**src/rtl/assert_macros.svh**
```systemverilog
// Assertion helpers for the queue block. Both sample on the rising edge of clk.
`ifndef ASSERT_MACROS_SVH
`define ASSERT_MACROS_SVH

// Checked only while out of reset.
`define FQSR_ASSERT(lbl, prop) \
    lbl: assert property (@(posedge clk) disable iff (!rst_n) prop) \
        else $error("fqsr assertion failed");

// Checked at every edge, reset included.
`define FQSR_ASSERT_ALWAYS(lbl, prop) \
    lbl: assert property (@(posedge clk) prop) \
        else $error("fqsr assertion failed");

`endif

```
**src/rtl/fqsr_pkg.sv**
```systemverilog
`default_nettype none

package fqsr_pkg;

    localparam int DEPTH     = 16;
    localparam int KEY_BITS  = 32;
    localparam int DATA_BITS = 32;

    localparam int IDX_W   = $clog2(DEPTH);
    localparam int CNT_W   = $clog2(DEPTH + 1);
    localparam int ENTRY_W = KEY_BITS + DATA_BITS;

    localparam logic [CNT_W-1:0] DEPTH_CNT = CNT_W'(DEPTH);

    typedef enum logic [1:0] {
        OP_ENQ  = 2'd0,
        OP_DEQ  = 2'd1,
        OP_SRCH = 2'd2,
        OP_REV  = 2'd3
    } opcode_t;

    typedef logic [1:0] status_t;
    localparam status_t ST_OK    = 2'd0;
    localparam status_t ST_EMPTY = 2'd1;
    localparam status_t ST_FULL  = 2'd2;

    typedef enum logic [4:0] {
        S_IDLE = 5'b00001,
        S_EXEC = 5'b00010,
        S_DEQ  = 5'b00100,
        S_SCAN = 5'b01000,
        S_FIN  = 5'b10000
    } state_t;

    // Physical slot that sits pos places from slot base, walking toward the
    // back of the queue in the current storage direction.
    function automatic logic [IDX_W-1:0] step_slot(
        input logic [IDX_W-1:0] base,
        input logic             rev,
        input logic [CNT_W-1:0] pos
    );
        logic [CNT_W:0] sum;
        if (rev)
            sum = (CNT_W+1)'(base) + (CNT_W+1)'(DEPTH) - (CNT_W+1)'(pos);
        else
            sum = (CNT_W+1)'(base) + (CNT_W+1)'(pos);
        if (sum >= (CNT_W+1)'(DEPTH))
            sum = sum - (CNT_W+1)'(DEPTH);
        return sum[IDX_W-1:0];
    endfunction

endpackage

`default_nettype wire

```
**src/rtl/fifo_queue_with_search_reverse.sv**
```systemverilog
// Enqueue, reverse and the empty cases go from the execute state to the result;
// dequeue passes through a read state first, and a search walks up to count entries.
// One item is in work at a time; the next is taken once the block is back in idle
// after the result is registered; the walk is bound by the single read port.
// Reset clears pointers, count, direction and the output valid flag; the entry
// memory is not cleared and needs no pass after reset.
`default_nettype none

`include "assert_macros.svh"

module fifo_queue_with_search_reverse
    import fqsr_pkg::*;
(
    input  wire logic        clk,
    input  wire logic        rst_n,
    input  wire logic        in_valid,
    output logic             in_ready,
    input  wire logic [1:0]  opcode,
    input  wire logic [31:0] item_key,
    input  wire logic [31:0] item_data,
    output logic             out_valid,
    input  wire logic        out_ready,
    output logic [1:0]       status,
    output logic             found,
    output logic [31:0]      out_key,
    output logic [31:0]      out_data,
    output logic [4:0]       entry_count
);

    state_t state_reg, state_next;

    logic [IDX_W-1:0] front_reg, front_next;
    logic [CNT_W-1:0] fill_reg, fill_next;
    logic             rev_reg, rev_next;

    opcode_t              op_reg;
    logic [KEY_BITS-1:0]  key_reg;
    logic [DATA_BITS-1:0] data_reg;

    status_t              res_status_reg, res_status_next;
    logic                 res_found_reg, res_found_next;
    logic [KEY_BITS-1:0]  res_key_reg, res_key_next;
    logic [DATA_BITS-1:0] res_data_reg, res_data_next;

    logic [IDX_W-1:0] scan_slot_reg, scan_slot_next;
    logic [CNT_W-1:0] issue_cnt_reg, issue_cnt_next;
    logic             rd_pend_reg, rd_pend_next;
    logic             rd_last_reg, rd_last_next;

    logic             out_valid_reg;
    status_t          out_status_reg;
    logic             out_found_reg;
    logic [31:0]      out_key_reg;
    logic [31:0]      out_data_reg;
    logic [4:0]       out_count_reg;

    logic               mem_we;
    logic [IDX_W-1:0]   mem_waddr;
    logic               mem_re;
    logic [IDX_W-1:0]   mem_raddr;
    logic [ENTRY_W-1:0] mem_rdata;
    logic [KEY_BITS-1:0]  rd_key;
    logic [DATA_BITS-1:0] rd_data;

    logic in_fire;
    logic out_load;

    assign in_ready = (state_reg == S_IDLE);
    assign in_fire  = in_valid && in_ready;
    assign out_load = (state_reg == S_FIN) && (!out_valid_reg || out_ready);

    assign rd_key  = mem_rdata[ENTRY_W-1:DATA_BITS];
    assign rd_data = mem_rdata[DATA_BITS-1:0];

    fqsr_ram #(
        .DEPTH(DEPTH),
        .WIDTH(ENTRY_W)
    ) u_ram (
        .clk   (clk),
        .we    (mem_we),
        .waddr (mem_waddr),
        .wdata ({key_reg, data_reg}),
        .re    (mem_re),
        .raddr (mem_raddr),
        .rdata (mem_rdata)
    );

    always_comb
    begin
        state_next      = state_reg;
        front_next      = front_reg;
        fill_next       = fill_reg;
        rev_next        = rev_reg;
        res_status_next = res_status_reg;
        res_found_next  = res_found_reg;
        res_key_next    = res_key_reg;
        res_data_next   = res_data_reg;
        scan_slot_next  = scan_slot_reg;
        issue_cnt_next  = issue_cnt_reg;
        rd_pend_next    = 1'b0;
        rd_last_next    = 1'b0;
        mem_we          = 1'b0;
        mem_waddr       = step_slot(front_reg, rev_reg, fill_reg);
        mem_re          = 1'b0;
        mem_raddr       = front_reg;

        unique case (state_reg)
            S_IDLE:
            begin
                if (in_fire)
                begin
                    state_next = S_EXEC;
                end
            end
            S_EXEC:
            begin
                // Unless overwritten below, the input item is echoed.
                res_status_next = ST_OK;
                res_found_next  = 1'b0;
                res_key_next    = key_reg;
                res_data_next   = data_reg;
                state_next      = S_FIN;
                unique case (op_reg)
                    OP_ENQ:
                    begin
                        if (fill_reg >= DEPTH_CNT)
                        begin
                            res_status_next = ST_FULL;
                        end
                        else
                        begin
                            mem_we    = 1'b1;
                            fill_next = fill_reg + 1'b1;
                        end
                    end
                    OP_DEQ:
                    begin
                        if (fill_reg == '0)
                        begin
                            res_status_next = ST_EMPTY;
                        end
                        else
                        begin
                            mem_re     = 1'b1;
                            front_next = step_slot(front_reg, rev_reg, CNT_W'(1));
                            fill_next  = fill_reg - 1'b1;
                            state_next = S_DEQ;
                        end
                    end
                    OP_SRCH:
                    begin
                        if (fill_reg != '0)
                        begin
                            scan_slot_next = front_reg;
                            issue_cnt_next = '0;
                            state_next     = S_SCAN;
                        end
                    end
                    OP_REV:
                    begin
                        // The back entry becomes the front and the storage
                        // direction flips; nothing moves in memory.
                        if (fill_reg > CNT_W'(1))
                        begin
                            front_next = step_slot(front_reg, rev_reg, fill_reg - 1'b1);
                            rev_next   = !rev_reg;
                        end
                    end
                    default:
                    begin
                        state_next = S_FIN;
                    end
                endcase
            end
            S_DEQ:
            begin
                res_key_next  = rd_key;
                res_data_next = rd_data;
                state_next    = S_FIN;
            end
            S_SCAN:
            begin
                // One read is issued per cycle while the entry read the cycle
                // before is compared, so the walk covers one entry a cycle.
                if (issue_cnt_reg < fill_reg)
                begin
                    mem_re         = 1'b1;
                    mem_raddr      = scan_slot_reg;
                    scan_slot_next = step_slot(scan_slot_reg, rev_reg, CNT_W'(1));
                    issue_cnt_next = issue_cnt_reg + 1'b1;
                    rd_pend_next   = 1'b1;
                    rd_last_next   = (issue_cnt_reg == fill_reg - 1'b1);
                end
                if (rd_pend_reg)
                begin
                    res_key_next  = rd_key;
                    res_data_next = rd_data;
                    if (rd_key == key_reg)
                    begin
                        res_found_next = 1'b1;
                        state_next     = S_FIN;
                        rd_pend_next   = 1'b0;
                    end
                    else if (rd_last_reg)
                    begin
                        state_next   = S_FIN;
                        rd_pend_next = 1'b0;
                    end
                end
            end
            S_FIN:
            begin
                if (out_load)
                begin
                    state_next = S_IDLE;
                end
            end
            default:
            begin
                state_next = S_IDLE;
            end
        endcase
    end

    always_ff @(posedge clk or negedge rst_n)
    begin
        if (!rst_n)
        begin
            state_reg     <= S_IDLE;
            front_reg     <= '0;
            fill_reg      <= '0;
            rev_reg       <= 1'b0;
            rd_pend_reg   <= 1'b0;
            rd_last_reg   <= 1'b0;
            out_valid_reg <= 1'b0;
        end
        else
        begin
            state_reg   <= state_next;
            front_reg   <= front_next;
            fill_reg    <= fill_next;
            rev_reg     <= rev_next;
            rd_pend_reg <= rd_pend_next;
            rd_last_reg <= rd_last_next;
            if (out_load)
            begin
                out_valid_reg <= 1'b1;
            end
            else if (out_ready)
            begin
                out_valid_reg <= 1'b0;
            end
        end
    end

    always_ff @(posedge clk)
    begin
        if (in_fire)
        begin
            op_reg   <= opcode_t'(opcode);
            key_reg  <= item_key[KEY_BITS-1:0];
            data_reg <= item_data[DATA_BITS-1:0];
        end
        res_status_reg <= res_status_next;
        res_found_reg  <= res_found_next;
        res_key_reg    <= res_key_next;
        res_data_reg   <= res_data_next;
        scan_slot_reg  <= scan_slot_next;
        issue_cnt_reg  <= issue_cnt_next;
        if (out_load)
        begin
            out_status_reg <= res_status_reg;
            out_found_reg  <= res_found_reg;
            out_key_reg    <= 32'(res_key_reg);
            out_data_reg   <= 32'(res_data_reg);
            out_count_reg  <= 5'(fill_reg);
        end
    end

    assign out_valid   = out_valid_reg;
    assign status      = out_status_reg;
    assign found       = out_found_reg;
    assign out_key     = out_key_reg;
    assign out_data    = out_data_reg;
    assign entry_count = out_count_reg;

    `FQSR_ASSERT(a_fill_bound, fill_reg <= DEPTH_CNT)
    `FQSR_ASSERT(a_found_ok, (out_valid_reg && out_found_reg) |-> (out_status_reg == ST_OK))
    `FQSR_ASSERT(a_enq_count,
        (state_reg == S_EXEC && op_reg == OP_ENQ && fill_reg < DEPTH_CNT)
        |=> (fill_reg == $past(fill_reg) + 1'b1))
    `FQSR_ASSERT(a_read_scope, rd_pend_reg |-> (state_reg == S_SCAN))

endmodule

`default_nettype wire

```
**src/rtl/fqsr_ram.sv**
```systemverilog
`default_nettype none

module fqsr_ram #(
    parameter int DEPTH  = 16,
    parameter int WIDTH  = 64,
    parameter int ADDR_W = $clog2(DEPTH)
) (
    input  wire logic              clk,
    input  wire logic              we,
    input  wire logic [ADDR_W-1:0] waddr,
    input  wire logic [WIDTH-1:0]  wdata,
    input  wire logic              re,
    input  wire logic [ADDR_W-1:0] raddr,
    output logic      [WIDTH-1:0]  rdata
);

    logic [WIDTH-1:0] mem [DEPTH];

    always_ff @(posedge clk)
    begin
        if (we)
        begin
            mem[waddr] <= wdata;
        end
    end

    always_ff @(posedge clk)
    begin
        if (re)
        begin
            rdata <= mem[raddr];
        end
    end

endmodule

`default_nettype wire

```
**config.mk**
```make
export PLATFORM = sky130hd
export DESIGN_NAME = fifo_queue_with_search_reverse
export DESIGN_NICKNAME = d
export VERILOG_FILES = /design/src/rtl/fqsr_pkg.sv /design/src/rtl/fifo_queue_with_search_reverse.sv /design/src/rtl/fqsr_ram.sv
export VERILOG_INCLUDE_DIRS = /design/src /design/src/rtl
export SDC_FILE = /design/constraint.sdc
export NUM_CORES = 1
export LEC_CHECK = 0
export ABC_AREA = 1
export BUFFER_PORTS_ARGS = -buffer_cell sky130_fd_sc_hd__buf_2
export CAP_MARGIN = 5
export CORE_ASPECT_RATIO = 1.4
export CORE_UTILIZATION = 40
export CTS_BUF_LIST = sky130_fd_sc_hd__clkbuf_4 sky130_fd_sc_hd__clkbuf_8
export DETAILED_ROUTE_END_ITERATION = 16
export PLACE_DENSITY = 0.57
export SLEW_MARGIN = 40
export SYNTH_ARGS = -nofsm -noshare
export SYNTH_HDL_FRONTEND = slang
export SYNTH_SLANG_ARGS = --single-unit
export TNS_END_PERCENT = 1
```
**constraint.sdc**
```tcl
create_clock -name clk -period 9.2 [get_ports clk]
set_input_delay 0.92 -clock clk [delete_from_list [all_inputs] [get_ports clk]]
set_output_delay 0.92 -clock clk [all_outputs]
set_load 0.05 [all_outputs]
```
==> run summary, run 1 <==
STATUS
------------------------------------------------------------------------------------
Status                                                                  finished clean

TIMING
------------------------------------------------------------------------------------
Final critical-path share of the clock period                                 53.78%
Max-slew headroom                                                             40.55%
Final-report setup violation count                                                 0
Hold WS                                                                     172.9 ps
Total negative slack for setup checks                                           0 ps
Max Clock Skew                                                              45.30 ps
Unrepaired setup endpoints after global routing                                false
Final hold violations                                                              0
Final critical path time including I/O delays and setup                      4947 ps
Max-slew violation total from the final report                                     0
Slew at the pin with the worst max-slew slack                               890.0 ps
Fmax achieved                                                             0.2021 GHz

SYNTH
------------------------------------------------------------------------------------
Synthesized net count                                                          5,194
Synth cell types                                                                  45
Cell types occupying the most area after synthesis                      sky130_fd_sc_hd__edfxtp_1 (70%), sky130_fd_sc_hd__nand3_1 (8.6%), sky130_fd_sc_hd__nand2_1 (8.1%)
Number of warnings reported in the yosys synthesis log                             0
Most common flop cell mapped by yosys                                   sky130_fd_sc_hd__edfxtp_1
Proportion of synthesized chip area in sequential cells                       70.43%
Flip-flop and latch count after synthesis                                      1,320
Top cell type by total area after synthesis                             sky130_fd_sc_hd__edfxtp_1
Number of enable-type register cells in the synthesized netlist                1,302
Synth Instances                                                                5,090
Mean instance size in the synthesized netlist                              11.03 um2
Netlist Area Pre-Place                                                    56,150 um2
Share of flip-flops with an asynchronous set or reset after synthesis         1.364%
Share of the synthesized area in the top cell type                            69.63%

CRITICAL PATH
------------------------------------------------------------------------------------
Worst setup path category                                                 reg -> reg
Slowest cell on the critical path                                       sky130_fd_sc_hd__nand2_8
Element type at the critical path start                                     register
Max stage delay on crit path                                                  790 ps
Element type at the critical path end                                       register
Buffer and inverter count on the worst path                                        3
Reg2reg setup slack                                                          4250 ps
Worst setup path end                                                    u_ram.rdata[10]
Highest net fanout along the worst path                                           96
Worst path top cell family by delay                                     simple AND/OR/NAND/NOR gates
Critical R2R Launch                                                      fill_reg[4]
Crit-path cells                                                         inv_1 > ha_1 > a21oi_1 > nand4_4 > nand2_8 > buf_12 > buf_6 > nand2_1 > nand3_1 > nand3_1 > nand3_1 > nand2_1
Crit path top cell by count                                             sky130_fd_sc_hd__nand3_1
Worst reg2reg endpoint                                                  u_ram.rdata[10]
R2R cell count                                                                    12
Critical Path RT                                                             9860 ps
CP Depth                                                                          12
Setup crit start                                                         fill_reg[4]
Worst EP arrival                                                             5610 ps

GLOBAL ROUTE
------------------------------------------------------------------------------------
Antenna violations before repair                                                   3
First-pass GRT wire length                                                221,400 um
GRT overflow                                                                       0
Total global-route track usage                                                21.07%
Via count of the first global-routing pass                                    34,900
Maximum number of pins on one net before global-route repair                     138

FLOORPLAN
------------------------------------------------------------------------------------
Num ports                                                                        144
Initial core utilization                                                      40.32%
Die area                                                                 141,900 um2
Horizontal die dimension                                                    318.7 um
Std-Cell Rows                                                                    162
Die height                                                                  445.3 um
Core Region                                                              139,300 um2

DETAILED ROUTING
------------------------------------------------------------------------------------
Vias/cell                                                                      5.012
Detailed-route DRC error count                                                     0
Antenna-violating nets left                                                        0
Pre-antenna DRT Iters                                                              5
Routed vias                                                                   36,260
Detailed Route WL                                                         150,200 um
Violation count after the first detailed-routing iteration                     3,105
Per-cell routed wire length                                                 20.76 um

CTS
------------------------------------------------------------------------------------
Post-cts repair resize count                                                       0
TritonCTS clock tree                                                            done
Clk_lat worst skew                                                            930 ps
CTS root buf                                                            sky130_fd_sc_hd__clkbuf_8
Clock transition at path regs                                                  70 ps
Clock Sinks                                                                    1,320
Max clock buf depth                                                                3
Number of buffers added by the clock tree synthesis step                         197
Maximum level of the CTS H-tree                                                    4

PLACEMENT
------------------------------------------------------------------------------------
DP HPWL                                                                    74,890 um
Gp weighted congestion                                                        0.7754
Port Buffers                                                                     143

LAYOUT
------------------------------------------------------------------------------------
Fraction of layout cells with a size suffix above 1                           10.68%
Net total in the final layout                                                  5,373
Flip-flop count of the largest register after layout                           1,024
Biggest registers after layout                                          u_ram.mem x1024, u_ram.rdata x64
Area Overhead vs Synth                                                        12.46%
Most flops, register                                                       u_ram.mem

JOB
------------------------------------------------------------------------------------
Max Cap Viol                                                                       0

HOLD PATH
------------------------------------------------------------------------------------
HP Class                                                                   in -> reg
Beginning of the worst hold path                                           opcode[0]

POWER
------------------------------------------------------------------------------------
Worst IR drop on VDD                                                       0.2184 mV
Leak pwr                                                                    26.19 nW
Power Dens Cells                                                        271.5 nW/um2

how the worst min path moves through the flow:
stage / endpoint / slack, ps / cells past startpoint
CTS: op_reg[0] / 70 / 1
floorplan: found / 400 / 0
detailed placement: out_data[24] / 400 / 0
global route: op_reg[0] / 100 / 1
global placement: out_key[0] / 400 / 0
finish: op_reg[0] / 170 / 1
layout by cell type (no fill, tap or decap), types with 3 or more instances in the layout:
master                          n
sky130_fd_sc_hd__a211oi_1       3
sky130_fd_sc_hd__a21oi_1        9
sky130_fd_sc_hd__buf_12         8
sky130_fd_sc_hd__buf_16        15
sky130_fd_sc_hd__buf_2        143
sky130_fd_sc_hd__buf_4         34
sky130_fd_sc_hd__buf_6         15
sky130_fd_sc_hd__buf_8          4
sky130_fd_sc_hd__bufinv_16      3
sky130_fd_sc_hd__clkbuf_4      74
sky130_fd_sc_hd__clkbuf_8     198
sky130_fd_sc_hd__clkinv_1      45
sky130_fd_sc_hd__clkinv_2      25
sky130_fd_sc_hd__clkinv_8       3
sky130_fd_sc_hd__clkinvlp_4     5
sky130_fd_sc_hd__dfrtp_1       17
sky130_fd_sc_hd__edfxtp_1    1302
sky130_fd_sc_hd__fa_1           4
sky130_fd_sc_hd__ha_1          30
sky130_fd_sc_hd__inv_1       1035
sky130_fd_sc_hd__inv_6          6
sky130_fd_sc_hd__nand2_1     1217
sky130_fd_sc_hd__nand2_4        4
sky130_fd_sc_hd__nand3_1      969
sky130_fd_sc_hd__nand3b_1      65
sky130_fd_sc_hd__nand4_1        9
sky130_fd_sc_hd__nor2_1        41
sky130_fd_sc_hd__nor2_4        20
sky130_fd_sc_hd__nor4_1         3
sky130_fd_sc_hd__o21ai_0       44
sky130_fd_sc_hd__o21ai_4        4
sky130_fd_sc_hd__o22ai_1        3
sky130_fd_sc_hd__or2_2          4
sky130_fd_sc_hd__xnor2_1       25
sky130_fd_sc_hd__xor2_1        11
cell usage after synthesis (2+ instances only):
cell and number:
sky130_fd_sc_hd__nor2_1 60, sky130_fd_sc_hd__o22ai_1 3, sky130_fd_sc_hd__buf_6 2, sky130_fd_sc_hd__dfrtp_1 17
sky130_fd_sc_hd__a22oi_1 2, sky130_fd_sc_hd__clkbuf_1 55, sky130_fd_sc_hd__or2_2 4, sky130_fd_sc_hd__buf_4 2
sky130_fd_sc_hd__fa_1 4, sky130_fd_sc_hd__xor2_1 11, sky130_fd_sc_hd__xnor2_1 25, sky130_fd_sc_hd__nor4_1 3
sky130_fd_sc_hd__nor3_1 2, sky130_fd_sc_hd__o21bai_1 2, sky130_fd_sc_hd__a21oi_1 9, sky130_fd_sc_hd__ha_1 30
sky130_fd_sc_hd__nand4_2 2, sky130_fd_sc_hd__inv_2 5, sky130_fd_sc_hd__nand3b_1 65, sky130_fd_sc_hd__buf_1 12
sky130_fd_sc_hd__nand3_1 969, sky130_fd_sc_hd__o21ai_1 4, sky130_fd_sc_hd__nand2_1 1219, sky130_fd_sc_hd__o211ai_1 2
sky130_fd_sc_hd__edfxtp_1 1302, sky130_fd_sc_hd__buf_2 169, sky130_fd_sc_hd__nand2_2 4, sky130_fd_sc_hd__nand4_1 9
sky130_fd_sc_hd__a211oi_1 3, sky130_fd_sc_hd__o21ai_0 45, sky130_fd_sc_hd__inv_1 1035
cell type report:
type                            count  area (um2)
Antenna cell                        2       5.005
Clock buffer                      272        3281
Clock inverter                     87       529.3
Fill cell                       12570       76100
Inverter                         1040        3913
Multi-Input combinational cell   2490       11830
Sequential cell                  1320       39550
Tap cell                         1804        2257
Timing Repair Buffer              220        1783
per-stage QoR:
| stage | std cells | setup WS (ps) | util [%] | power, mW | instance area (um2) |
|---|---|---|---|---|---|
| 6_report | 7235 | 4253 | 45.35 | 17.14 | 63150 |
| 5_1_grt | 7234 | 3995 | 45.35 | 18.02 | 63140 |
| 4_1_cts | 7230 | 4176 | 45.29 | 17.25 | 63060 |
| 3_5_place_dp | 6870 | 4244 | 42.54 | 12.56 | 59240 |
| 3_3_place_gp | 6852 | 3734 | 42.19 | 12.45 | 58740 |
| 2_1_floorplan | 5090 | 3420 | - | 10.91 | 56150 |
cells by family after synthesis:
group | after synthesis | synth area share (%)
flops | 1320 | 70.43
compound gates | 76 | 0.7532
simple gates | 2344 | 18.47
fa+ha+maj | 34 | 0.8111
xor+xnor | 36 | 0.5615
buf+inv | 1280 | 8.973
routing by layer:
layer,wire length [um],vias up,global-route usage [%]
li1,-,17030,-
met1,61940,17760,26.67
met2,73760,1180,36.03
met3,9530,296,3.767
met4,4949,2,7.714
met5,13,-,0
repair_timing:
item	CTS	global route
endpoints found under the hold margin	17	0
setup buffers	0	0
hold buffers	1	0
power breakdown:
part / internal [mW] / switching (mW) / leakage, nW
registers: 7.32 / 0.412 / 12.0
logic: 1.32 / 3.41 / 12.2
clock network: 2.40 / 2.28 / 2.03
total: 11.0 / 6.10 / 26.2
No activity file was read; power rests on OpenSTA's default activity.
==> run 2: changes to the inputs <==
==> constraint.sdc (replaced) <==
create_clock -name clk -period 4.65 [get_ports clk]
set_input_delay 0.465 -clock clk [delete_from_list [all_inputs] [get_ports clk]]
set_output_delay 0.465 -clock clk [all_outputs]
set_load 0.05 [all_outputs]
==> run 2 against run 1 <==
  * Hold slack better by 81 ps
  * Non-clock buffer count is 80 higher
  * Highest routed layer unchanged
  * First-iteration DRC count is 0.77% higher
  * Sequential power is 98% higher
  * Utilization is 0.65 points higher
  * Clock power is 100% higher
  * Combinational power is 100% higher
  * Clock skew is 0.57 ps lower
  * Die area stayed put
  * Fmax is 32% higher
  * Power is 100% higher
==> run summary, run 2 (same netlist as run 1, synthesis figures left out) <==
POWER
---------------------------------------------------------------------------
Fraction of power consumed by combinational cells                     28.0%   +0.4 points
Clock share of power                                                  27.4%   about the same
Internal                                                           22.17 mW   +100%
Power Dens Cells                                               535.7 nW/um2   +97%
Final Total Pwr                                                    34.31 mW   +100%
Fraction of power spent switching nets                               35.40%   -0.19 points
Sequential group share of total power                                 44.6%   -0.5 points
Worst IR drop on VDD                                              0.3985 mV   +82%
Net switching power                                                12.15 mW   +99%
Leak pwr                                                           26.55 nW   +1.4%

FLOORPLAN
---------------------------------------------------------------------------
Die area                                                        141,900 um2   unchanged
Std-Cell Rows                                                           162   unchanged
Horizontal die dimension                                           318.7 um   unchanged
Num ports                                                               144   unchanged
Core Region                                                     139,300 um2   unchanged
Die height                                                         445.3 um   unchanged
Initial core utilization                                             40.32%   unchanged

PLACEMENT
---------------------------------------------------------------------------
DP HPWL                                                           73,970 um   -1.2%
Placed Cells incl. Taps                                               6,883   +0.19%
Port Buffers                                                            143   unchanged
Gp weighted congestion                                               0.7881   +1.6%
Area after detailed placement                                    59,490 um2   +0.43%
Worst setup slack before clock tree synthesis                      833.0 ps   -3411 ps

TIMING
---------------------------------------------------------------------------
Final-report setup violation count                                        0   unchanged
Total negative slack for setup checks                                  0 ps   unchanged
Unrepaired setup endpoints after global routing                       false
Post-layout worst setup margin                                     892.6 ps   -3360 ps
Slew at the pin with the worst max-slew slack                      909.1 ps   +19.08 ps
Hold WS                                                            253.5 ps   +80.60 ps
Max-slew headroom                                                    39.39%   -1.2 points
Final critical path time including I/O delays and setup             3757 ps   -1190 ps
Final critical-path share of the clock period                        80.80%   +27 points
Max-slew violation total from the final report                            0   unchanged
Fmax achieved                                                    0.2661 GHz   +32%
Final hold violations                                                     0   unchanged
Max Clock Skew                                                     44.73 ps   -0.5674 ps

DETAILED ROUTING
---------------------------------------------------------------------------
Detailed Route WL                                                151,000 um   +0.52%
Antenna-violating nets left                                               0   unchanged
Pre-antenna DRT Iters                                                     7   +2
Per-cell routed wire length                                        20.65 um   -0.54%
Violation count after the first detailed-routing iteration            3,129   +0.77%
Detailed-route DRC error count                                            0   unchanged
Vias/cell                                                             5.014   about the same
Routed vias                                                          36,660   +1.1%

LAYOUT
---------------------------------------------------------------------------
Flip-flop count of the largest register after layout                  1,024   unchanged
Fraction of layout cells with a size suffix above 1                  10.48%   -0.20 points
Most flops, register                                              u_ram.mem
Finished Cell Area                                               64,060 um2   +1.4%
Net total in the final layout                                         5,452   +1.5%
Commonest cells after routing, fill and taps aside             sky130_fd_sc_hd__edfxtp_1 (1,302), sky130_fd_sc_hd__nand2_1 (1,217), sky130_fd_sc_hd__inv_1 (1,035)
Area Overhead vs Synth                                               14.08%
Leading cell type in the layout, fill and taps excluded        sky130_fd_sc_hd__edfxtp_1
Final core utilization                                               46.00%   +0.65 points
Count of non-filler cells in the finished layout                      7,312   +1.1%
Biggest registers after layout                                 u_ram.mem x1024, u_ram.rdata x64

CTS
---------------------------------------------------------------------------
Number of buffers added for setup after CTS                               0   unchanged
Maximum level of the CTS H-tree                                           4   unchanged
Clock Sinks                                                           1,320   unchanged
Clk_lat worst skew                                                   920 ps   about the same
CTS root buf                                                   sky130_fd_sc_hd__clkbuf_8
Clock transition at path regs                                         60 ps   about the same
TritonCTS clock tree                                                   done
Max clock buf depth                                                       3   unchanged
Post-cts repair resize count                                              0   unchanged
Number of buffers added by the clock tree synthesis step                196   -0.51%

CRITICAL PATH
---------------------------------------------------------------------------
Critical R2R Launch                                             fill_reg[4]
Element type at the critical path end                              register
Element type at the critical path start                            register
Worst setup path category                                        reg -> reg
Critical Path RT                                                    5310 ps   -4550 ps
Slowest cell on the critical path                              sky130_fd_sc_hd__a21oi_1
Worst EP arrival                                                    4420 ps   -1190 ps
Setup crit start                                                fill_reg[4]
Max stage delay on crit path                                         600 ps   -190 ps
Crit path top cell by count                                    sky130_fd_sc_hd__nand2_1
Crit-path cells                                                inv_1 > ha_1 > a21oi_1 > nand3_4 > inv_2 > nand2_1 > o21ai_4 > inv_4 > buf_12 > nand3_1 > nand2_1
Highest net fanout along the worst path                                  41   -57%

GLOBAL ROUTE
---------------------------------------------------------------------------
GRT overflow                                                              0   unchanged
Maximum number of pins on one net before global-route repair            129   -6.5%
Antenna violations before repair                                          5   +2
Total global-route track usage                                       21.27%   +0.20 points
Via count of the first global-routing pass                           35,390   +1.4%
First-pass GRT wire length                                       224,200 um   +1.3%

JOB
---------------------------------------------------------------------------
Max Cap Viol                                                              0   unchanged

HOLD PATH
---------------------------------------------------------------------------
Beginning of the worst hold path                               item_data[31]
HP Class                                                          in -> reg

STATUS
---------------------------------------------------------------------------
Status                                                         finished clean

-- run 2: changes by cell type in the layout (fill, tap and decap cells not counted), moves of 2 or more --
cell and delta:
sky130_fd_sc_hd__inv_8 +4, sky130_fd_sc_hd__clkinv_1 +11, sky130_fd_sc_hd__bufinv_16 +4, sky130_fd_sc_hd__clkbuf_8 +3, sky130_fd_sc_hd__clkbuf_4 -20, sky130_fd_sc_hd__buf_8 -2
sky130_fd_sc_hd__inv_6 -2, sky130_fd_sc_hd__buf_12 +37, sky130_fd_sc_hd__dlygate4sd3_1 +69, sky130_fd_sc_hd__clkinv_8 -3, sky130_fd_sc_hd__buf_6 -10, sky130_fd_sc_hd__buf_16 -15
-- run 2: repair_timing --
item / CTS / global route
setup endpoints to repair: 0 / 0
hold buffers: 71 / 0
endpoints found under the hold margin: 88 / 0
-- run 2: layout make-up --
| class | instances | area (um2) |
|---|---|---|
| clock buffer | 255 | 3172 |
| multi-input combinational | 2490 | 11820 |
| timing repair buffer | 300 | 2664 |
| tap | 1804 | 2257 |
| sequential | 1320 | 39550 |
| inverter | 1040 | 3913 |
| antenna | 2 | 5.005 |
| fill | 12630 | 75190 |
| clock inverter | 101 | 676.9 |
-- run 2: path summary, 6_finish.rpt --
path,endpoint,depth (start not counted),slack (ps)
worst min-delay path,data_reg[31],2,250
max in group asynchronous,rev_reg,4,3620
worst max-delay path,u_ram.rdata[24],11,890
worst max register to register,u_ram.rdata[24],11,890
worst min register to register,out_data[24],0,410
min in group asynchronous,state_reg[0],3,590
-- run 2: worst max-delay path: cells and delay by family (launching register included) --
family | cells | cell delay (ps)
AOI/OAI and AO/OA | 2 | 910
adders and majority gates | 1 | 320
buffers and inverters | 4 | 1090
DFF | 1 | 470
and+or+nand+nor | 4 | 640
-- run 2: metal layers --
metal	wire, um	track usage, %	share of wire (%)	vias up
met5	14	0	0.0093	-
met4	4003	6.894	2.7	2
met3	8874	3.318	5.9	264
met2	74850	36.53	50	1159
met1	63230	27.47	42	18040
li1	-	-	-	17200
-- run 2: power groups by stage --
stage | clock network, mW | registers [mW] | logic [mW]
2_1_floorplan | 0 | 15.4 | 6.21
3_3_place_gp | 0 | 15.5 | 9.42
3_5_place_dp | 0 | 15.6 | 9.54
4_1_cts | 9.64 | 15.3 | 9.63
5_1_grt | 10.1 | 15.4 | 10.6
6_report | 9.40 | 15.3 | 9.59
